File: config.mk
export PLATFORM = sky130hd
export DESIGN_NAME = hlrv_front
export DESIGN_NICKNAME = d
export VERILOG_FILES = /design/src/sv/hlrv_pkg.sv /design/src/sv/hlrv_front.sv
export SDC_FILE = /design/constraint.sdc
export NUM_CORES = 1
export LEC_CHECK = 0
export ABC_CLOCK_PERIOD_IN_PS = 4300
export BUFFER_PORTS_ARGS = -buffer_cell sky130_fd_sc_hd__buf_4
export CAP_MARGIN = 20
export CORE_ASPECT_RATIO = 0.7
export CORE_UTILIZATION = 60
export DETAILED_ROUTE_END_ITERATION = 8
export PLACE_DENSITY = 0.84
export SYNTH_ARGS = -nofsm -noshare
export SYNTH_HDL_FRONTEND = slang
export SYNTH_SLANG_ARGS = --single-unit
export TNS_END_PERCENT = 10
File: constraint.sdc
create_clock -name clk -period 4.3 [get_ports clk]
set_clock_uncertainty 0.05 [all_clocks]
set_input_delay 0.43 -clock clk [delete_from_list [all_inputs] [get_ports clk]]
set_output_delay 0.43 -clock clk [all_outputs]
set_load 0.01 [all_outputs]
File: src/sv/hlrv_pkg.sv
// Shared types and constants for the historical log-return volatility block.
// No dependencies; every other file of the block imports this package.
`default_nettype none
package hlrv_pkg;

  // Series length limit and the width of the price counter that follows from it
  localparam int MAX_SAMPLES = 65536;
  localparam int CNT_W       = $clog2(MAX_SAMPLES + 1);

  // ln(2) in Q0.32
  localparam logic [31:0] LN2_Q32 = 32'hB17217F8;

  // Reset value of the time step register (Q0.32 years)
  localparam logic [31:0] TIME_STEP_RESET = 32'd17043521;

  // Configuration register index (byte address bit 2)
  localparam logic REG_TIME_STEP = 1'b0;

  // Result status codes
  localparam logic [1:0] ST_OK    = 2'd0;
  localparam logic [1:0] ST_SHORT = 2'd1;
  localparam logic [1:0] ST_ZERO  = 2'd2;

  // Input item
  typedef struct packed {
    logic [31:0] price;
    logic        last;
  } price_item_t;

  // Result item
  typedef struct packed {
    logic [31:0] volatility;
    logic [1:0]  status;
  } vol_result_t;

  // Item as classified by the front queue
  typedef struct packed {
    logic [31:0] price;
    logic        last;
    logic        is_zero;
  } front_item_t;

  // Request to the shared long divider
  typedef struct packed {
    logic        start;
    logic [63:0] dividend;
    logic [31:0] divisor;
    logic [31:0] rem_init;
  } div_req_t;

endpackage
`default_nettype wire

File: src/sv/hlrv_front.sv
// Front queue: takes input items, tags zero prices, and holds them for the engine.
// Depends on hlrv_pkg.
`default_nettype none
module hlrv_front (
  input  wire logic                clk,
  input  wire logic                rst,
  input  wire logic                push,
  output logic                     full,
  input  wire hlrv_pkg::price_item_t item,
  output logic                     q_valid,
  output hlrv_pkg::front_item_t    q_item,
  input  wire logic                q_pop
);
  import hlrv_pkg::*;

  localparam int DEPTH = 4;
  localparam int PTR_W = $clog2(DEPTH);

  front_item_t            mem [DEPTH];
  logic [PTR_W-1:0]       wr_ptr;
  logic [PTR_W-1:0]       rd_ptr;
  logic [PTR_W:0]         count;
  logic                   do_push;
  logic                   do_pop;

  assign full    = (count == (PTR_W+1)'(DEPTH));
  assign q_valid = (count != '0);
  assign q_item  = mem[rd_ptr];
  assign do_push = push && !full;
  assign do_pop  = q_pop && q_valid;

  // Pointers and fill level
  always_ff @(posedge clk) begin
    if (rst) begin
      wr_ptr <= '0;
      rd_ptr <= '0;
      count  <= '0;
    end else begin
      if (do_push) wr_ptr <= wr_ptr + 1'b1;
      if (do_pop)  rd_ptr <= rd_ptr + 1'b1;
      count <= count + (PTR_W+1)'(do_push) - (PTR_W+1)'(do_pop);
    end
  end

  // Storage with zero-price tag
  always_ff @(posedge clk) begin
    if (do_push) begin
      mem[wr_ptr] <= '{price: item.price, last: item.last, is_zero: (item.price == '0)};
    end
  end

  assert property (@(posedge clk) disable iff (rst) count <= (PTR_W+1)'(DEPTH))
    else $error("front queue overfilled");
  assert property (@(posedge clk) disable iff (rst)
    (do_push && !do_pop) |=> count == $past(count) + 1'b1)
    else $error("front queue lost a push");
  assert property (@(posedge clk) disable iff (rst)
    (count == '0) |-> !q_valid)
    else $error("front queue shows an item while empty");

endmodule
`default_nettype wire

Yosys cells after proc, flatten, opt, wreduce, memory -nomap -nowiden
Memories as Yosys holds them, arrays and structs flattened. A register that Yosys moved wholly into a read port is not among the register bits.
Cells that the tools add are included.
{"block": "totals", "ramBits": 136, "mem_count": 1, "register_bits": 7}
{"block": "op_classes", "n_mux": 4, "n_reduce_logical": 5, "n_eq_ne": 1, "n_addsub": 4}
{"memory": "mem", "depth": 4, "word_bits": 34, "rd": 1, "rd_clocked_by_memory_dff": 1, "wr": 1, "line": "hlrv_front.sv:19", "text": "front_item_t mem [DEPTH];"}
{"operator": "logical NOT 32 bit", "n": 1}
{"operator": "adder 2 x 1 -> 2 bit, second input constant", "n": 2}
{"operator": "two-way mux 2 bit", "n": 2}
{"operator": "adder 3 x 1 -> 3 bit", "n": 1}
{"operator": "equality test 3 bit, second input constant", "n": 1}
{"operator": "nonzero test 3 bit", "n": 1}
{"operator": "subtractor 3 x 1 -> 3 bit", "n": 1}
{"operator": "logical AND 1 bit", "n": 2}
{"operator": "two-way mux 1 bit", "n": 2}
{"operator": "logical NOT 1 bit", "n": 1}

Longest topological paths before layout
{"block": "logic_depth", "word_depth": 5, "depth_mapped": 11, "mapped_depth_nobuf": 11}

Worst setup path before layout
OpenSTA, ideal clock, no wires.
{"block": "synth_timing", "path_type": "flip-flop to flip-flop", "start": "register count[1]", "end": "register count[2]", "n_path_buf": 0, "t_required_ps": 4172, "stages_incl_launch_ff": 12, "setup_slack_ps": 2095, "arrival_time_ps": 2078, "cell_sequence": "dfxtp_1 -> nor3b_2 -> nor2_1 -> inv_1 -> ha_1 -> inv_1 -> ha_1 -> inv_1 -> fa_1 -> xor2_1 -> and2_1 -> nor3_1"}
{"block": "synth_via", "elab_chain_cells": 5, "elab_cells_between_ends": 7}
{"element": "start, declared", "line": "hlrv_front.sv:22", "text": "logic [PTR_W:0] count;"}
{"element": "start signal, assigned", "line": "hlrv_front.sv:41", "text": "count <= count + (PTR_W+1)'(do_push) - (PTR_W+1)'(do_pop);"}
{"element": "equality test 3 bit", "line": "hlrv_front.sv:26", "text": "assign full = (count == (PTR_W+1)'(DEPTH));"}
{"element": "named net full", "line": "hlrv_front.sv:8", "text": "output logic full,"}
{"element": "logical NOT 1 bit", "line": "hlrv_front.sv:29", "text": "assign do_push = push && !full;"}
{"element": "logical AND 1 bit", "line": "hlrv_front.sv:29"}
{"element": "adder 3 x 1 -> 3 bit", "line": "hlrv_front.sv:41"}
{"element": "subtractor 3 x 1 -> 3 bit", "line": "hlrv_front.sv:41"}
The timed path passes the listed nets, and every way through them passes these cells.
A chain may end at the register's enable or synchronous reset.

==> key figures <==
Status
  • Outcome: complete, no violations

Routing
  • Post-DRT Antenna Nets: 0
  • Pre-antenna DRT Iters: 4
  • Total via count in the routed design: 2667
  • 1st-iter DRT viols: 206
  • DR WL met2: 4850 um
  • Wire length per cell after detailed routing: 21.7 um
  • Top Layer Used: met4
  • Wire length on met1: 4320 um
  • Met3 WL: 674 um
  • Residual DRC count: 0
  • Overall routed net length: 9870 um
  • Vias per std cell: 5.87

Synthesis
  • Cell type with the highest aggregate area in the netlist: edfxtp_1
  • Syn_nets: 282
  • Combined area of all synthesized cells: 5490 um^2
  • Most used flip-flop cell after synthesis: edfxtp_1
  • Synth top area share: 0.744
  • Number of enable-type register cells in the synthesized netlist: 136
  • Mapped Avg Cell Area: 23.1 um^2
  • Top cells by count, synth: 136 x edfxtp_1, 30 x mux4_2, 9 x dfxtp_1
  • Dominant cells by area after synthesis: edfxtp_1 74%, mux4_2 12%, dfxtp_1 3.3%
  • Post-synthesis sequential element count: 145
  • Asr flop ratio synth: 0
  • Count of mapped cells out of synthesis: 238
  • Most frequent cell after synthesis: edfxtp_1
  • Library cells used by synthesis: 27
  • Synth Warn #: 0
  • Share of synthesized area occupied by flip-flops and latches: 0.777

Placement
  • Worst setup slack before clock tree synthesis: 1.89 ns
  • Final HPWL DP: 5570 um
  • Routability congestion estimate: 0.732
  • Quantity of I/O buffers inserted on ports: 72
  • # placed instances: 422

Critical path
  • Cell breakdown of the critical path: buf_4, mux4_1, buf_4
  • Startpoint of the worst register-to-register path: count[1]$_SDFF_PP0_
  • Crit path max-delay cell type: mux4_1
  • Critical Path Source Type: flip-flop
  • Cell family with most CP delay: buffers and inverters
  • Setup Crit Path Kind: flip-flop to primary output
  • Most Frequent Cell on Critical Path: buf_4
  • Number of cells on the worst reg-to-reg path: 11
  • Worst R2R End: count[2]$_SDFF_PP0_
  • Critical Path End Type: primary output
  • Reg-to-reg slack, setup: 1.87 ns
  • Largest incremental delay on the critical path: 0.63 ns
  • Largest fanout on the critical path: 25
  • Data arrival time of the critical path: 2.23 ns
  • Worst path bufs/invs: 2
  • Data required time of the worst path: 3.82 ns

Clock tree
  • TritonCTS Sinks: 145
  • CTS H-Tree Depth: 4
  • Number of buffers added to fix hold violations after cts: 0
  • Clock buffer depth: 2
  • Buffer count from post-CTS setup fixing: 0
  • Number of buffers added by the clock tree synthesis step: 17
  • Total of cells resized after clock tree synthesis: 0
  • CTS tree: built
  • Clock-pin slew on the worst setup and hold paths: 0.06 ns
  • Worst-skew pair later-pin latency: 0.41 ns
  • Clk Tree Root Cell: clkbuf_16

Finish
  • Layout cell share with drive strength beyond 1: 0.404
  • Fin cells: 454
  • Number of nets in the layout: 365
  • Number of antenna cells inserted: 0
  • Synth-to-Final Area Change: 22.0%

STA
  • Setup repair after global routing missed its margin: no
  • Final setup vio count: 0
  • Fin Setup TNS: 0 ns
  • Pins over their slew limit: 0
  • Slew headroom: 0.341
  • Final Cycle Share: 0.630
  • Maximum clock frequency: 369 MHz
  • Post-route worst setup slack: 1.59 ns
  • Hold Violations, Final: 0
  • Minimum hold slack: 0.177 ns
  • Worst-Margin Slew: 0.989 ns
  • Post-route minimum period: 2.71 ns

Die
  • Overall die area: 9540 um^2
  • Height of the chip: 82.0 um
  • Site Rows: 28
  • Placeable Area: 8650 um^2
  • Die X-Extent: 116 um
  • Initial cell density of the core: 0.634
  • Ports placed on the boundary: 73

Pwr
  • Clock network fraction of total power: 0.349
  • Leakage dissipation: 2.31 nW
  • Internal power contribution: 3.17 mW
  • Total power after layout: 4.21 mW
  • Max IR drop VDD: 0.514 mV
  • Sequential Power Share: 0.433
  • NetSw: 1.04 mW
  • Switching power share of the total: 0.246
  • Pwr Density: 629 nW/um^2
  • Logic pwr share: 0.218

Global routing
  • Number of antenna violations at the first check in global routing: 0
  • Sum of overflow across all layers after global routing: 0
  • Pin count of the biggest net entering global routing: 35
  • Overall track demand over capacity in global routing: 0.231
  • Number of global-route vias before repair: 2720
  • Wire length of the first global-routing pass: 14900 um

Hold path
  • End point of the most critical hold path: mem[1][26]$_DFFE_PP_
  • Hold Path Stages: 1
  • Origin of the worst min-delay path: item[25]
  • Worst hold-check path type: input port to flip-flop

Job
  • Reported max-cap violation count: 0
[flip-flops by register name, indices dropped and copies added (netlist names), named ones only]
| name | count |
|---|---|
| wr_ptr | 2 |
| rd_ptr | 2 |
| count | 3 |
| mem | 136 |
[how the worst max path moves through the flow]
| stage | from | endpoint | slack [ns] | cells after the start |
|---|---|---|---|---|
| floorplan | count[1]$_SDFF_PP0_ | count[2]$_SDFF_PP0_ | 2.09 | 11 |
| global placement | flip-flop | q_item[30] | 1.98 | 3 |
| detailed placement | push | count[2]$_SDFF_PP0_ | 1.89 | 12 |
| CTS | flip-flop | q_item[29] | 1.53 | 3 |
| global route | flip-flop | q_item[29] | 1.44 | 3 |
| finish | flip-flop | q_item[29] | 1.59 | 3 |
[routing by layer]
| metal | global-route usage | vias to the layer above |
|---|---|---|
| met3 | 0.0886 | 2 |
| met4 | 0.0731 | 0 |
| li1 | - | 1165 |
| met1 | 0.303 | 1391 |
| met5 | 0 | - |
| met2 | 0.363 | 109 |
[logic make-up after synthesis]
logic type	count (synthesis)	share of synthesized area
xor gates and xnor gates	3	0.00479
buffers and inverters	15	0.0212
adders and majority gates	7	0.0173
and+or+nand+nor	29	0.0308
AOI/OAI and AO/OA	4	0.00501
DFF	145	0.777
muxes	35	0.144
[cell type report]
type                            count  area (um^2)
Inverter                            6         22.5
Fill cell                         465         1960
Multi-Input combinational cell     78         1110
Timing Repair Buffer               73          548
Sequential cell                   145         4270
Clock inverter                      6          104
Clock buffer                       26          489
Tap cell                          120          150
[power groups by stage]
stage          Sequential, mW  Combinational, mW  Clock (mW)
4_1_cts                  1.83              0.932        1.49
6_report                 1.82              0.917        1.47
3_5_place_dp             1.85              0.921           0
2_1_floorplan            1.79              0.637           0
5_1_grt                  1.84              0.991        1.54
3_3_place_gp             1.84              0.908           0
[cell usage in the layout, fill, tap and decap left out]
master	count
clkbuf_16	17
nor3b_2	1
mux2i_1	1
a21oi_1	1
clkinv_2	2
nor4_1	8
dfxtp_2	2
ha_1	6
mux4_1	4
o21ai_0	1
and2_2	4
bufinv_16	3
xnor2_1	1
nand2b_1	2
nor2_1	7
xor2_1	2
nand4_1	2
o31a_1	1
clkbuf_8	3
edfxtp_1	136
dfxtp_1	7
clkinv_1	1
inv_1	6
fa_1	1
mux4_2	30
buf_4	73
or3_1	2
nor2b_1	1
and2_1	1
o311ai_0	1
clkbuf_1	6
nor3_1	1
[metrics by stage]
stage / utilization / instance area [um^2]
final: 0.774 / 6690
after global routing: 0.774 / 6690
after CTS: 0.774 / 6690
after detailed placement: 0.705 / 6100
after global placement: 0.705 / 6100
after floorplan: - / 5490
[worst reg2reg max path, cell delays in order, from the launching register on]
cell     delay, ns
dfxtp_1       0.46
nor3b_2       0.12
nor2_1        0.30
inv_1         0.09
ha_1          0.30
inv_1         0.06
ha_1          0.13
inv_1         0.05
fa_1          0.38
xor2_1        0.16
and2_1        0.16
nor3_1        0.11
Note: power is estimated with default switching activity, not from simulation.
