**src/sv/hlrv_pkg.sv**
```systemverilog
// Shared types and constants for the historical log-return volatility block.
// No dependencies; every other file of the block imports this package.
`default_nettype none
package hlrv_pkg;

  // Series length limit and the width of the price counter that follows from it
  localparam int MAX_SAMPLES = 65536;
  localparam int CNT_W       = $clog2(MAX_SAMPLES + 1);

  // ln(2) in Q0.32
  localparam logic [31:0] LN2_Q32 = 32'hB17217F8;

  // Reset value of the time step register (Q0.32 years)
  localparam logic [31:0] TIME_STEP_RESET = 32'd17043521;

  // Configuration register index (byte address bit 2)
  localparam logic REG_TIME_STEP = 1'b0;

  // Result status codes
  localparam logic [1:0] ST_OK    = 2'd0;
  localparam logic [1:0] ST_SHORT = 2'd1;
  localparam logic [1:0] ST_ZERO  = 2'd2;

  // Input item
  typedef struct packed {
    logic [31:0] price;
    logic        last;
  } price_item_t;

  // Result item
  typedef struct packed {
    logic [31:0] volatility;
    logic [1:0]  status;
  } vol_result_t;

  // Item as classified by the front queue
  typedef struct packed {
    logic [31:0] price;
    logic        last;
    logic        is_zero;
  } front_item_t;

  // Request to the shared long divider
  typedef struct packed {
    logic        start;
    logic [63:0] dividend;
    logic [31:0] divisor;
    logic [31:0] rem_init;
  } div_req_t;

endpackage
`default_nettype wire

```
**src/sv/hlrv_div.sv**
```systemverilog
// Shared restoring divider: 64-bit dividend, 32-bit divisor, one quotient bit a cycle.
// Depends on hlrv_pkg.
`default_nettype none
module hlrv_div (
  input  wire logic               clk,
  input  wire logic               rst,
  input  wire hlrv_pkg::div_req_t req,
  output logic                    busy,
  output logic                    done,
  output logic [63:0]             quot
);
  import hlrv_pkg::*;

  logic [5:0]  cnt;
  logic [63:0] dvd;
  logic [31:0] rem;
  logic [31:0] dsr;
  logic [32:0] rem_sh;
  logic        ge;
  logic [31:0] rem_next;

  // One restoring step
  always_comb begin
    rem_sh   = {rem, dvd[63]};
    ge       = (rem_sh >= {1'b0, dsr});
    rem_next = ge ? 32'(rem_sh - {1'b0, dsr}) : rem_sh[31:0];
  end

  assign quot = dvd;

  // Control
  always_ff @(posedge clk) begin
    if (rst) begin
      busy <= 1'b0;
      done <= 1'b0;
      cnt  <= '0;
    end else begin
      done <= 1'b0;
      if (req.start) begin
        busy <= 1'b1;
        cnt  <= '0;
      end else if (busy) begin
        cnt <= cnt + 1'b1;
        if (cnt == 6'd63) begin
          busy <= 1'b0;
          done <= 1'b1;
        end
      end
    end
  end

  // Datapath
  always_ff @(posedge clk) begin
    if (req.start) begin
      dvd <= req.dividend;
      rem <= req.rem_init;
      dsr <= req.divisor;
    end else if (busy) begin
      dvd <= {dvd[62:0], ge};
      rem <= rem_next;
    end
  end

  assert property (@(posedge clk) disable iff (rst) done |-> !busy)
    else $error("divider done while busy");
  assert property (@(posedge clk) disable iff (rst) done |-> $past(busy))
    else $error("divider done without a run");
  assert property (@(posedge clk) disable iff (rst) req.start |=> busy)
    else $error("divider did not start");

endmodule
`default_nettype wire

```
**config.mk**
```make
export PLATFORM = sky130hd
export DESIGN_NAME = hlrv_div
export DESIGN_NICKNAME = d
export VERILOG_FILES = /design/src/sv/hlrv_pkg.sv /design/src/sv/hlrv_div.sv
export SDC_FILE = /design/constraint.sdc
export NUM_CORES = 1
export LEC_CHECK = 0
export BUFFER_PORTS_ARGS = -buffer_cell sky130_fd_sc_hd__buf_2
export CAP_MARGIN = 20
export CELL_PAD_IN_SITES_DETAIL_PLACEMENT = 1
export CELL_PAD_IN_SITES_GLOBAL_PLACEMENT = 1
export CORE_UTILIZATION = 33
export DETAILED_ROUTE_END_ITERATION = 7
export GPL_TIMING_DRIVEN = 0
export PLACE_DENSITY = 0.76
export SYNTH_ARGS = -nofsm -noshare
export SYNTH_HDL_FRONTEND = slang
export SYNTH_SLANG_ARGS = --single-unit
export TNS_END_PERCENT = 100
```
**constraint.sdc**
```tcl
create_clock -name clk -period 8.3 [get_ports clk]
set_input_delay 1.66 -clock clk [delete_from_list [all_inputs] [get_ports clk]]
set_output_delay 1.66 -clock clk [all_outputs]
set_load 0.01 [all_outputs]
```
== Word level (Yosys, flattened, before mapping) ==
Index checks and enable logic that the tools add are counted.
Word-level totals
  bits in registers: 136
  latch bits: 0
  bits in writable memories: 0
  ROM bits: 0
  input port bits: 131
  output and inout bits: 66
  word-level logic and storage cells: 23
  memories kept: 0
Cells by class
  add/sub/neg operators: 2
  $mul: 0
  divide/modulo/power cells: 0
  magnitude comparators: 1
  eq/ne operators: 1
  shifts and indexed selects: 0
  mux-type cells: 9
  bitwise logic cells: 1
  reduce and logical (&&, ||, !) cells: 3
Operators by type and width (count)
  2-to-1 mux 64 bit: 2
  2-to-1 mux 32 bit: 3
  greater-or-equal comparator 33 x 32 -> 1 bit: 1
  subtractor 32 bit: 1
  adder 6 x 1 -> 6 bit, second input constant: 1
  == test 6 bit, second input constant: 1
  2-to-1 mux 1 bit: 4
  OR reduction 3 bit: 1
  nonzero test 2 bit: 1
  OR reduction 2 bit: 1
  inverter 1 bit: 1

== Depth between registers and ports, before layout ==
Gate-level depths: netlist of run 1.
  word-level depth: 4
  gate-level depth with buffers: 13
  gate-level depth less buffers: 12

== Worst setup path before layout of run 1 ==
Ideal clock, no wire load.
  kind: input port to flip-flop
  start point: in req[128] in the netlist's numbering
  end point: reg dvd[0] (netlist: quot[0]) (enable)
  setup time: 414 ps
  arrival time: 3460 ps
  required time: 7886 ps
  setup slack: 4426 ps
  cell stages on the path: 3
  buffers on the path: 2
  cells stage by stage: clkbuf_1 clkbuf_1 or2_2
Between the ends
  word-level cells in the longest chain between the ends: 1
RTL lines
  start, declared: line hlrv_div.sv:7  | input wire hlrv_pkg::div_req_t req,
  nonzero test 2 bit (no source line)
  end signal, assigned: line hlrv_div.sv:55  | dvd <= req.dividend;
  end signal, assigned: line hlrv_div.sv:59  | dvd <= {dvd[62:0], ge};
  end, declared: line hlrv_div.sv:15  | logic [63:0] dvd;
Every way passes these cells.
A chain may end at the register's enable or synchronous reset.

== Worst setup path in the final report of run 1 ==
  start point: in req[128] in the netlist's numbering
  end point: reg dvd[52] (netlist: quot[52]) (enable)
Same word-level chain as after synthesis.

==> results of run 1 <==
worst max-delay path, delay by kind of cell:
| kind | cells | cell delay, ps |
|---|---|---|
| simple gates | 1 | 610 |
| buf+inv | 4 | 1970 |
worst max-delay path by stage:
stage             start  cells after the start        to  slack, ps
2_1_floorplan  req[128]                      3   quot[0]       4430
4_1_cts        req[128]                      5    rem[2]       3990
6_report       req[128]                      5  quot[52]       4090
3_5_place_dp   req[128]                      5  quot[46]       3510
5_1_grt        req[128]                      5  quot[52]       3850
3_3_place_gp   req[128]                      4  quot[45]       2570
cell families after synthesis:
| logic type | after synthesis | share of synthesized area [%] |
|---|---|---|
| AND/OR/NAND/NOR | 111 | 7.39 |
| AO/OA/AOI/OAI | 94 | 8.44 |
| flip-flops | 136 | 53.2 |
| multiplexers | 115 | 17.9 |
| adder cells (fa/ha/maj) | 34 | 5.76 |
| XOR/XNOR | 33 | 3.84 |
| buffers and inverters | 63 | 3.46 |
layout make-up:
cell class                 instances  area share (%)
buffer                            24            1.20
clock buffer                      17            4.50
clock inverter                    15            1.59
inverter                          39            1.55
multi-input combinational        387            34.5
sequential                       136            42.3
tap                              280            3.70
timing repair buffer             197            10.7
state kept, by name, indices dropped and copies added (netlist names):
register,count
cnt,6
rem,32
dsr,32
done,1
quot,64
busy,1
power groups by stage:
stage / clock [mW] / combinational (mW) / sequential (mW)
2_1_floorplan: 0 / 1.17 / 1.02
3_3_place_gp: 0 / 1.51 / 1.02
3_5_place_dp: 0 / 1.54 / 1.02
4_1_cts: 0.775 / 1.55 / 1.01
5_1_grt: 0.799 / 1.69 / 1.02
6_report: 0.758 / 1.54 / 1.01
layout by cell type, fill, tap and decap left out, types with 6 or more instances in the layout:
| cell | n |
|---|---|
| a21o_1 | 11 |
| edfxtp_1 | 128 |
| inv_8 | 6 |
| nand2_1 | 31 |
| o21ai_0 | 16 |
| mux2_2 | 92 |
| xnor2_1 | 19 |
| nand3_1 | 9 |
| nand4_1 | 7 |
| dfxtp_1 | 8 |
| a31oi_1 | 6 |
| clkbuf_16 | 17 |
| a21oi_1 | 32 |
| inv_1 | 39 |
| clkbuf_1 | 20 |
| mux2_4 | 15 |
| buf_2 | 197 |
| nor2_1 | 25 |
| a221o_1 | 6 |
| nor3b_1 | 7 |
| xor2_1 | 14 |
| ha_1 | 33 |
| nor3_1 | 10 |
| mux2i_1 | 6 |
through the flow:
step	area, um2	power [mW]	util [%]	setup WS [ps]
6_report	9460	3.30	42.8	4090
5_1_grt	9460	3.52	42.8	3850
4_1_cts	9460	3.33	42.8	3990
3_5_place_dp	8880	2.56	40.2	3510
3_3_place_gp	8850	2.53	40.1	2570
2_1_floorplan	7520	2.19	-	4430
metal layers:
| layer | vias to the layer above | track usage [%] |
|---|---|---|
| met5 | - | 0 |
| met1 | 2643 | 20.9 |
| li1 | 2639 | - |
| met3 | 15 | 6.35 |
| met4 | 4 | 4.38 |
| met2 | 170 | 32.8 |
Yosys cell counts (2+ instances only):
| cell | instances | area [um2] |
|---|---|---|
| nor3_1 | 10 | 50.1 |
| a21o_1 | 11 | 82.6 |
| a2111oi_0 | 2 | 17.5 |
| ha_1 | 33 | 413 |
| o21a_1 | 2 | 15.0 |
| mux2_2 | 92 | 1040 |
| a31oi_1 | 6 | 37.5 |
| o31ai_1 | 4 | 30.0 |
| nor3b_1 | 7 | 52.6 |
| nand3_1 | 9 | 45.0 |
| a21oi_1 | 32 | 160 |
| o21bai_1 | 3 | 22.5 |
| nor2b_1 | 4 | 25.0 |
| nor4_1 | 2 | 12.5 |
| clkbuf_1 | 20 | 75.1 |
| mux2i_1 | 6 | 60.1 |
| mux2_1 | 2 | 22.5 |
| or3_1 | 3 | 18.8 |
| dfxtp_1 | 8 | 160 |
| and3_1 | 2 | 12.5 |
| xnor2_1 | 19 | 166 |
| or2_2 | 3 | 18.8 |
| buf_6 | 3 | 33.8 |
| inv_1 | 39 | 146 |
| xor2_1 | 14 | 123 |
| nor2_1 | 25 | 93.8 |
| nand2_1 | 31 | 116 |
| nand4_1 | 7 | 43.8 |
| mux2_4 | 15 | 225 |
| a221o_1 | 6 | 60.1 |
| o21ai_0 | 16 | 80.1 |
| edfxtp_1 | 128 | 3840 |
==> impl_metrics.env, run 1 <==
export IMPL_ys_ff_latch=136
export IMPL_slowest_delay_ps=630
export IMPL_start_util_pct=34.0
export IMPL_yosys_warnings=0
export IMPL_clock_latency_ps=430
export IMPL_multi_input_area_um2=3260
export IMPL_coreArea_um2=22100
export IMPL_synth_cell_types=54
export IMPL_maxCapViolCount=0
export IMPL_grt_pass1_wl_um=32900
export IMPL_crit_path_cell_trace="buf_2 > clkbuf_1 > clkbuf_1 > or2_4 > buf_16"
export IMPL_met2_length_um=10500
export IMPL_ant_nets=0
export IMPL_fin_skew_ps=11.6
export IMPL_grt_max_degree=59
export IMPL_arrival_ps=4310
export IMPL_pwr_share_comb_pct=46.5
export IMPL_whs_ps=496
export IMPL_die_area_um2=23400
export IMPL_place_congestion=0.799
export IMPL_r2r_setup_slack_ps=4500
export IMPL_seqPwrFrac_pct=30.5
export IMPL_drive_gt1_share_pct=42.9
export IMPL_hold_depth=2
export IMPL_nets=967
export IMPL_max_vdd_ir_drop_uv=174
export IMPL_htree_levels=4
export IMPL_outcome="complete, no violations"
export IMPL_cts_repair_resized=0
export IMPL_avgSynthCellArea_um2=12.8
export IMPL_slew_violations=0
export IMPL_yosysSeqAreaShare_pct=53.2
export IMPL_wl_um=20800
export IMPL_drcViolationCount=0
export IMPL_intPower_mw=2.09
export IMPL_route_met3_wl_um=1440
export IMPL_cts_root_buf="clkbuf_16"
export IMPL_cp_common_cell="clkbuf_1"
export IMPL_p_clk_share_pct=23.0
export IMPL_area_growth_pct=25.8
export IMPL_reg2reg_depth=12
export IMPL_critPathKind="primary input to flop"
export IMPL_grt_use_total_pct=18.3
export IMPL_rsz0062_at_grt="false"
export IMPL_grt_pass1_vias=6069
export IMPL_num_rows=54
export IMPL_drt_first_pass_iters=6
export IMPL_min_delay_start="cnt[5]"
export IMPL_syn_inst=586
export IMPL_cts_setup_buffers=0
export IMPL_port_buffers=196
export IMPL_detail_route_wl_per_cell_um=19.0
export IMPL_r2r_start="quot[63]"
export IMPL_ff_latch_area_um2=4000
export IMPL_required_ps=8400
export IMPL_met1Wirelength_um=8670
export IMPL_synthFlopType="edfxtp_1"
export IMPL_slowest_stage="buf_2"
export IMPL_cts_clk_slew_worst_paths_ps=70
export IMPL_leakage_nw=3.99
export IMPL_antenna_found_initial=2
export IMPL_diodes=0
export IMPL_rr_endpoint="rem[28]"
export IMPL_cp_start_kind="primary input"
export IMPL_cts_buffers=17
export IMPL_via_count=5471
export IMPL_syn_cell_area_um2=7520
export IMPL_fill_cells=2413
export IMPL_drt_initial_drc_count=214
export IMPL_period_share_pct=50.7
export IMPL_worstMarginPinSlew_ps=833
export IMPL_ios=197
export IMPL_cts_buffer_depth=2
export IMPL_p_sw_mw=1.20
export IMPL_fmax_mhz=238
export IMPL_gr_total_overflow=0
export IMPL_cts_num_sinks=136
export IMPL_via_per_inst=5.00
export IMPL_syn_nets=751
export IMPL_cts_tree="built"
export IMPL_instances_no_fill=1095
export IMPL_crit_path_max_fanout=58
export IMPL_dieWidth_um=153
export IMPL_top_layer_used="met5"
export IMPL_finalSetupTns_ps=0
export IMPL_worstHoldPathType="flop to flop"
export IMPL_holdBufCountCts=0
export IMPL_dpl_hpwl_um=15800
export IMPL_async_flop_share_pct=0
export IMPL_dp_cells=1063
export IMPL_min_period_ps=4210
export IMPL_hold_end="cnt[5]"
export IMPL_p_per_area_nw_per_um2=349
export IMPL_endpoint_kind="flop"
export IMPL_netSwitchingFraction_pct=36.5
export IMPL_fp_dieH_um=153
export IMPL_finalHoldViolCount=0
export IMPL_synth_edf_count=128
export IMPL_setup_viol_count_final=0
export IMPL_slew_headroom_pct=44.5
Power figures use the tool's default switching activity.
==> run 2: changes to the inputs <==
- ABC_AREA: default -> 1
- PLACE_DENSITY: 0.76 -> 0.81
- clock period: 8.3 -> 4.2 ns (I/O delays scaled with it)
==> run 2 against run 1 <==
  * Register-to-register slack worse by 3000 ps
  * Die area up 12%
  * Largest power group unchanged
  * Global-route usage up 3.8 points
  * Via count up 47%
  * Sequential share of layout area down 4.1 points
==> impl_metrics.env, run 2 <==
export IMPL_cts_tree="built"
export IMPL_fmax_mhz=302
export IMPL_cts_num_sinks=136
export IMPL_async_flop_share_pct=0
export IMPL_ff_latch_area_um2=4000
export IMPL_fin_skew_ps=23.1
export IMPL_cp_start_kind="primary input"
export IMPL_crit_path_max_fanout=62
export IMPL_drt_first_pass_iters=4
export IMPL_hold_end="cnt[0]"
export IMPL_cts_buffer_depth=2
export IMPL_syn_inst=1119
export IMPL_leakage_nw=5.52
export IMPL_arrival_ps=3410
export IMPL_largest_reg_flops=64
export IMPL_met3_usage_pct=4.85
export IMPL_ios=197
export IMPL_yosysSeqAreaShare_pct=47.3
export IMPL_instances_no_fill=1678
export IMPL_synth_edf_count=128
export IMPL_rr_endpoint="rem[13]"
export IMPL_cts_repair_resized=0
export IMPL_setup_viol_count_final=0
export IMPL_min_period_ps=3320
export IMPL_cts_buffers=17
export IMPL_drive_gt1_share_pct=19.1
export IMPL_htree_levels=4
export IMPL_synth_most_common_cell="nand2_1"
export IMPL_gr_total_overflow=0
export IMPL_syn_cell_area_um2=8470
export IMPL_period_share_pct=78.9
export IMPL_required_ps=4300
export IMPL_via_per_inst=4.78
export IMPL_netlist_area_leader_share_pct=45.4
export IMPL_grt_pass1_vias=8507
export IMPL_hold_depth=1
export IMPL_dpl_hpwl_um=22500
export IMPL_avgSynthCellArea_um2=7.57
export IMPL_worstMarginPinSlew_ps=855
export IMPL_finalHoldViolCount=0
export IMPL_slew_violations=0
export IMPL_syn_nets=1284
export IMPL_fp_dieH_um=162
export IMPL_utilization_pct=41.6
export IMPL_dp_cells=1646
export IMPL_use_met1_pct=26.7
export IMPL_slew_headroom_pct=43.0
export IMPL_nets=1500
export IMPL_dieWidth_um=162
export IMPL_grt_use_met2_pct=39.7
export IMPL_detail_route_wl_per_cell_um=16.7
export IMPL_synth_top_area_cell="edfxtp_1"
export IMPL_p_per_area_nw_per_um2=505
export IMPL_area_growth_pct=23.7
export IMPL_wl_um=28000
export IMPL_synthFlopType="edfxtp_1"
export IMPL_grt_max_degree=63
export IMPL_r2r_setup_slack_ps=1530
export IMPL_max_vdd_ir_drop_uv=271
export IMPL_layout_common_cells="nand2_1, buf_2, inv_1"
export IMPL_cts_clk_slew_worst_paths_ps=70
export IMPL_r2r_start="rem[18]"
export IMPL_final_common_cell="nand2_1"
export IMPL_cts_setup_buffers=0
export IMPL_synth_cell_types=37
export IMPL_port_buffers=196
export IMPL_cts_root_buf="clkbuf_16"
export IMPL_yosys_top_cells_count="nand2_1, inv_1, edfxtp_1"
export IMPL_clock_latency_ps=440
export IMPL_ys_ff_latch=136
export IMPL_place_congestion=0.921
export IMPL_drt_initial_drc_count=404
export IMPL_grt_use_total_pct=22.2
export IMPL_die_area_um2=26300
export IMPL_finalSetupTns_ps=0
export IMPL_grt_pass1_wl_um=44800
export IMPL_place_ws_ps=356
export IMPL_drcViolationCount=0
export IMPL_antenna_found_initial=1
export IMPL_fill_cells=3214
export IMPL_endpoint_kind="flop"
export IMPL_synth_area_leaders="edfxtp_1, nand2_1, inv_1, ha_1, nand3_1"
export IMPL_reg2reg_depth=14
export IMPL_outcome="complete, no violations"
export IMPL_num_rows=58
export IMPL_min_delay_start="cnt[0]"
export IMPL_via_count=8020
export IMPL_critPathKind="primary input to flop"
export IMPL_coreArea_um2=25200
export IMPL_fin_ws_ps=885
export IMPL_top_usage_layer="met2"
export IMPL_worstHoldPathType="flop to flop"
export IMPL_diodes=0
export IMPL_rsz0062_at_grt="false"
export IMPL_ant_nets=0
export IMPL_start_util_pct=33.6
export IMPL_maxCapViolCount=0
export IMPL_holdBufCountCts=0
export IMPL_yosys_warnings=0
export IMPL_whs_ps=492
export IMPL_multi_input_area_um2=3700
-- run 2: changes by cell type after synthesis, moves of 7 or more --
cell      before  now
nor3b_1        7    0
mux2_4        15    0
a21o_1        11    0
nand2_1       31  547
xor2_1        14    2
nand3_1        9   61
a21oi_1       32   24
nand3b_1       1   24
o21ai_0       16    4
nor2_1        25   39
mux2_2        92    0
inv_1         39  163
-- run 2: area by class of cell --
type | instances | share of cell area (%)
sequential | 136 | 38.2
multi-input combinational | 788 | 35.3
timing repair buffer | 197 | 9.63
inverter | 167 | 5.98
clock buffer | 17 | 4.06
tap | 330 | 3.94
clock inverter | 15 | 1.49
buffer | 28 | 1.35
-- run 2: logic make-up (layout without fill, tap and decap cells) --
logic type | Yosys count | count (layout) | synth area share [%]
and+or+nand+nor | 704 | 704 | 34.7
DFF | 136 | 136 | 47.3
AOI/OAI and AO/OA | 35 | 35 | 2.29
buffers and inverters | 195 | 424 | 9.07
xor gates and xnor gates | 15 | 15 | 1.55
adders and majority gates | 34 | 34 | 5.11
-- run 2: how the worst max path moves through the flow --
stage,from,endpoint,slack [ps],depth (start not counted)
after detailed placement,req[128],quot[46],360,6
after global placement,req[128],quot[47],-1930,5
after floorplan,req[128],quot[0],270,4
final,req[128],quot[46],880,6
after global routing,req[128],quot[47],610,6
after CTS,req[128],quot[46],790,6
-- run 2: worst max-delay path, stage by stage --
cell and delay (ps):
buf_2 650, clkbuf_1 510, inv_2 180, clkbuf_1 300, nand2_4 500, buf_16 340
-- run 2: per-layer routing --
layer / wire, um / share of wire, % / vias to the layer above
li1: - / - / 3950
met1: 12100 / 43 / 3847
met2: 14200 / 51 / 193
met3: 1420 / 5.0 / 28
met4: 383 / 1.4 / 2
met5: 10 / 0.036 / -
-- run 2: power by group --
part	leakage, nW	internal, mW	switching [mW]	total, mW
Clock	0.285	0.841	0.672	1.51
Combinational	3.88	0.692	1.27	1.96
Sequential	1.36	1.72	0.0986	1.82
-- run 2: through the flow --
step | total power, mW | instance area [um2]
6_report | 5.29 | 10500
5_1_grt | 5.63 | 10500
4_1_cts | 5.32 | 10500
3_5_place_dp | 3.80 | 9900
3_3_place_gp | 3.73 | 9860
2_1_floorplan | 3.16 | 8470
==> run 3: changes to the inputs <==
- PLACE_DENSITY: 0.81 -> 0.83
- clock period: 4.2 -> 2.7 ns (I/O delays scaled with it)
==> run 3 against run 2 <==
  * Via count decreased by 0.57%
  * Total power up 57%
  * Setup slack got worse by 760 ps
  * Clock-buffer cell count up 1
  * Design area up 0.43%
  * Largest power group unchanged
==> impl_metrics.env, run 3 (same netlist as run 2, synthesis figures left out) <==
export IMPL_fin_area_um2=10500
export IMPL_detail_route_wl_per_cell_um=16.7
export IMPL_place_ws_ps=-833
export IMPL_min_delay_start="req[48]"
export IMPL_worst_path_buf_inv=2
export IMPL_area_growth_pct=24.3
export IMPL_met3_usage_pct=4.49
export IMPL_worstHoldPathType="primary input to flop"
export IMPL_grt_use_total_pct=21.9
export IMPL_use_met1_pct=26.7
export IMPL_gr_total_overflow=0
export IMPL_drcViolationCount=0
export IMPL_crit_path_start="rem[6]"
export IMPL_period_share_pct=95.3
export IMPL_dieWidth_um=162
export IMPL_finalHoldViolCount=0
export IMPL_die_area_um2=26300
export IMPL_fp_dieH_um=162
export IMPL_required_ps=2880
export IMPL_p_per_area_nw_per_um2=789
export IMPL_grt_pass1_wl_um=44500
export IMPL_hold_end="dsr[16]"
export IMPL_leakage_nw=5.52
export IMPL_worstMarginPinSlew_ps=666
export IMPL_cp_start_kind="flop"
export IMPL_top_usage_layer="met2"
export IMPL_holdBufCountCts=0
export IMPL_critPathTopFamily="simple AND/OR/NAND/NOR gates"
export IMPL_crit_path_cell_trace="ha_1 > nand2_1 > nor2_1 > nand3_1 > nor3_4 > nor2_4 > buf_12 > nand2_8 > buf_6 > nand2_1 > nand3_1 > nand2_1"
export IMPL_instances_no_fill=1678
export IMPL_whs_ps=285
export IMPL_port_buffers=196
export IMPL_antenna_found_initial=0
export IMPL_r2r_start="rem[6]"
export IMPL_dp_cells=1646
export IMPL_num_rows=58
export IMPL_cp_common_cell="nand2_1"
export IMPL_dpl_hpwl_um=22100
export IMPL_cts_clk_slew_worst_paths_ps=70
export IMPL_cts_root_buf="clkbuf_16"
export IMPL_start_util_pct=33.6
export IMPL_clock_latency_ps=430
export IMPL_diodes=0
export IMPL_power_mw=8.31
export IMPL_reg2reg_depth=12
export IMPL_drt_initial_drc_count=425
export IMPL_r2r_setup_slack_ps=130
export IMPL_utilization_pct=41.8
export IMPL_drt_first_pass_iters=6
export IMPL_fin_ws_ps=128
export IMPL_slew_violations=0
export IMPL_maxCapViolCount=0
export IMPL_critPathKind="flop to flop"
export IMPL_arrival_ps=2750
export IMPL_outcome="complete, no violations"
export IMPL_rr_endpoint="rem[15]"
export IMPL_hold_depth=1
export IMPL_drive_gt1_share_pct=19.5
export IMPL_grt_max_degree=67
export IMPL_min_period_ps=2570
export IMPL_fin_skew_ps=14.3
export IMPL_slowest_delay_ps=390
export IMPL_layout_common_cells="nand2_1, buf_2, inv_1"
export IMPL_place_area_um2=9900
export IMPL_cts_num_sinks=136
export IMPL_slowest_stage="edfxtp_1"
export IMPL_final_common_cell="nand2_1"
export IMPL_crit_path_max_fanout=10
export IMPL_place_congestion=0.926
export IMPL_max_vdd_ir_drop_uv=378
export IMPL_slew_headroom_pct=55.6
export IMPL_via_per_inst=4.75
export IMPL_ios=197
export IMPL_cts_buffers=17
export IMPL_cts_tree="built"
export IMPL_via_count=7974
export IMPL_grt_pass1_vias=8509
export IMPL_grt_use_met2_pct=38.6
export IMPL_finalSetupTns_ps=0
export IMPL_cts_buffer_depth=2
export IMPL_htree_levels=4
export IMPL_largest_reg_flops=64
export IMPL_nets=1500
export IMPL_wl_um=27900
export IMPL_fmax_mhz=389
export IMPL_coreArea_um2=25200
export IMPL_ant_nets=0
export IMPL_endpoint_kind="flop"
export IMPL_setup_viol_count_final=0
run 3: cell count changes in the layout (fill, tap and decap cells not counted), sizes merged:
cell	delta
clkinv	-1
inv	-1
clkbuf	+1
clkinvlp	+1
run 3: timing repair:
| item | CTS | global route |
|---|---|---|
| setup endpoints to repair | 79 | 25 |
| setup buffers | 0 | 1 |
| resized for setup | 1 | 6 |
| cloned | 0 | 0 |
| endpoints found under the hold margin | 0 | 0 |
| pin swaps | 0 | 1 |
run 3: final cells by class:
type                       count  area, um2
tap                          330        413
clock inverter                14        154
sequential                   136       4000
multi-input combinational    788       3720
timing repair buffer         198       1030
inverter                     167        627
fill                        3137      14700
buffer                        27        140
clock buffer                  18        429
run 3: worst register-to-register path: stages, from the launching register on:
cell and delay (ps):
edfxtp_1 390, ha_1 370, nand2_1 150, nor2_1 310
nand3_1 180, nor3_4 220, nor2_4 50, buf_12 140
nand2_8 100, buf_6 180, nand2_1 80, nand3_1 90
nand2_1 70
run 3: how the worst max path moves through the flow:
| stage | to | depth (start not counted) |
|---|---|---|
| after floorplan | quot[0] | 4 |
| after global placement | quot[45] | 5 |
| after detailed placement | quot[46] | 6 |
| after CTS | rem[15] | 11 |
| after global routing | rem[13] | 14 |
| final | rem[15] | 12 |
run 3: metal layers:
layer / wire (um) / part of all wire (%) / vias up
met1: 12000 / 43 / 3769
met3: 1580 / 5.7 / 30
met2: 13900 / 50 / 233
li1: - / - / 3942
met4: 532 / 1.9 / 0
met5: 0 / 0 / -
run 3: power breakdown:
group	leakage [nW]	internal, mW	total (mW)	switching, mW
Sequential	1.36	2.67	2.83	0.158
Combinational	3.88	1.11	3.11	1.99
Clock	0.280	1.31	2.37	1.06
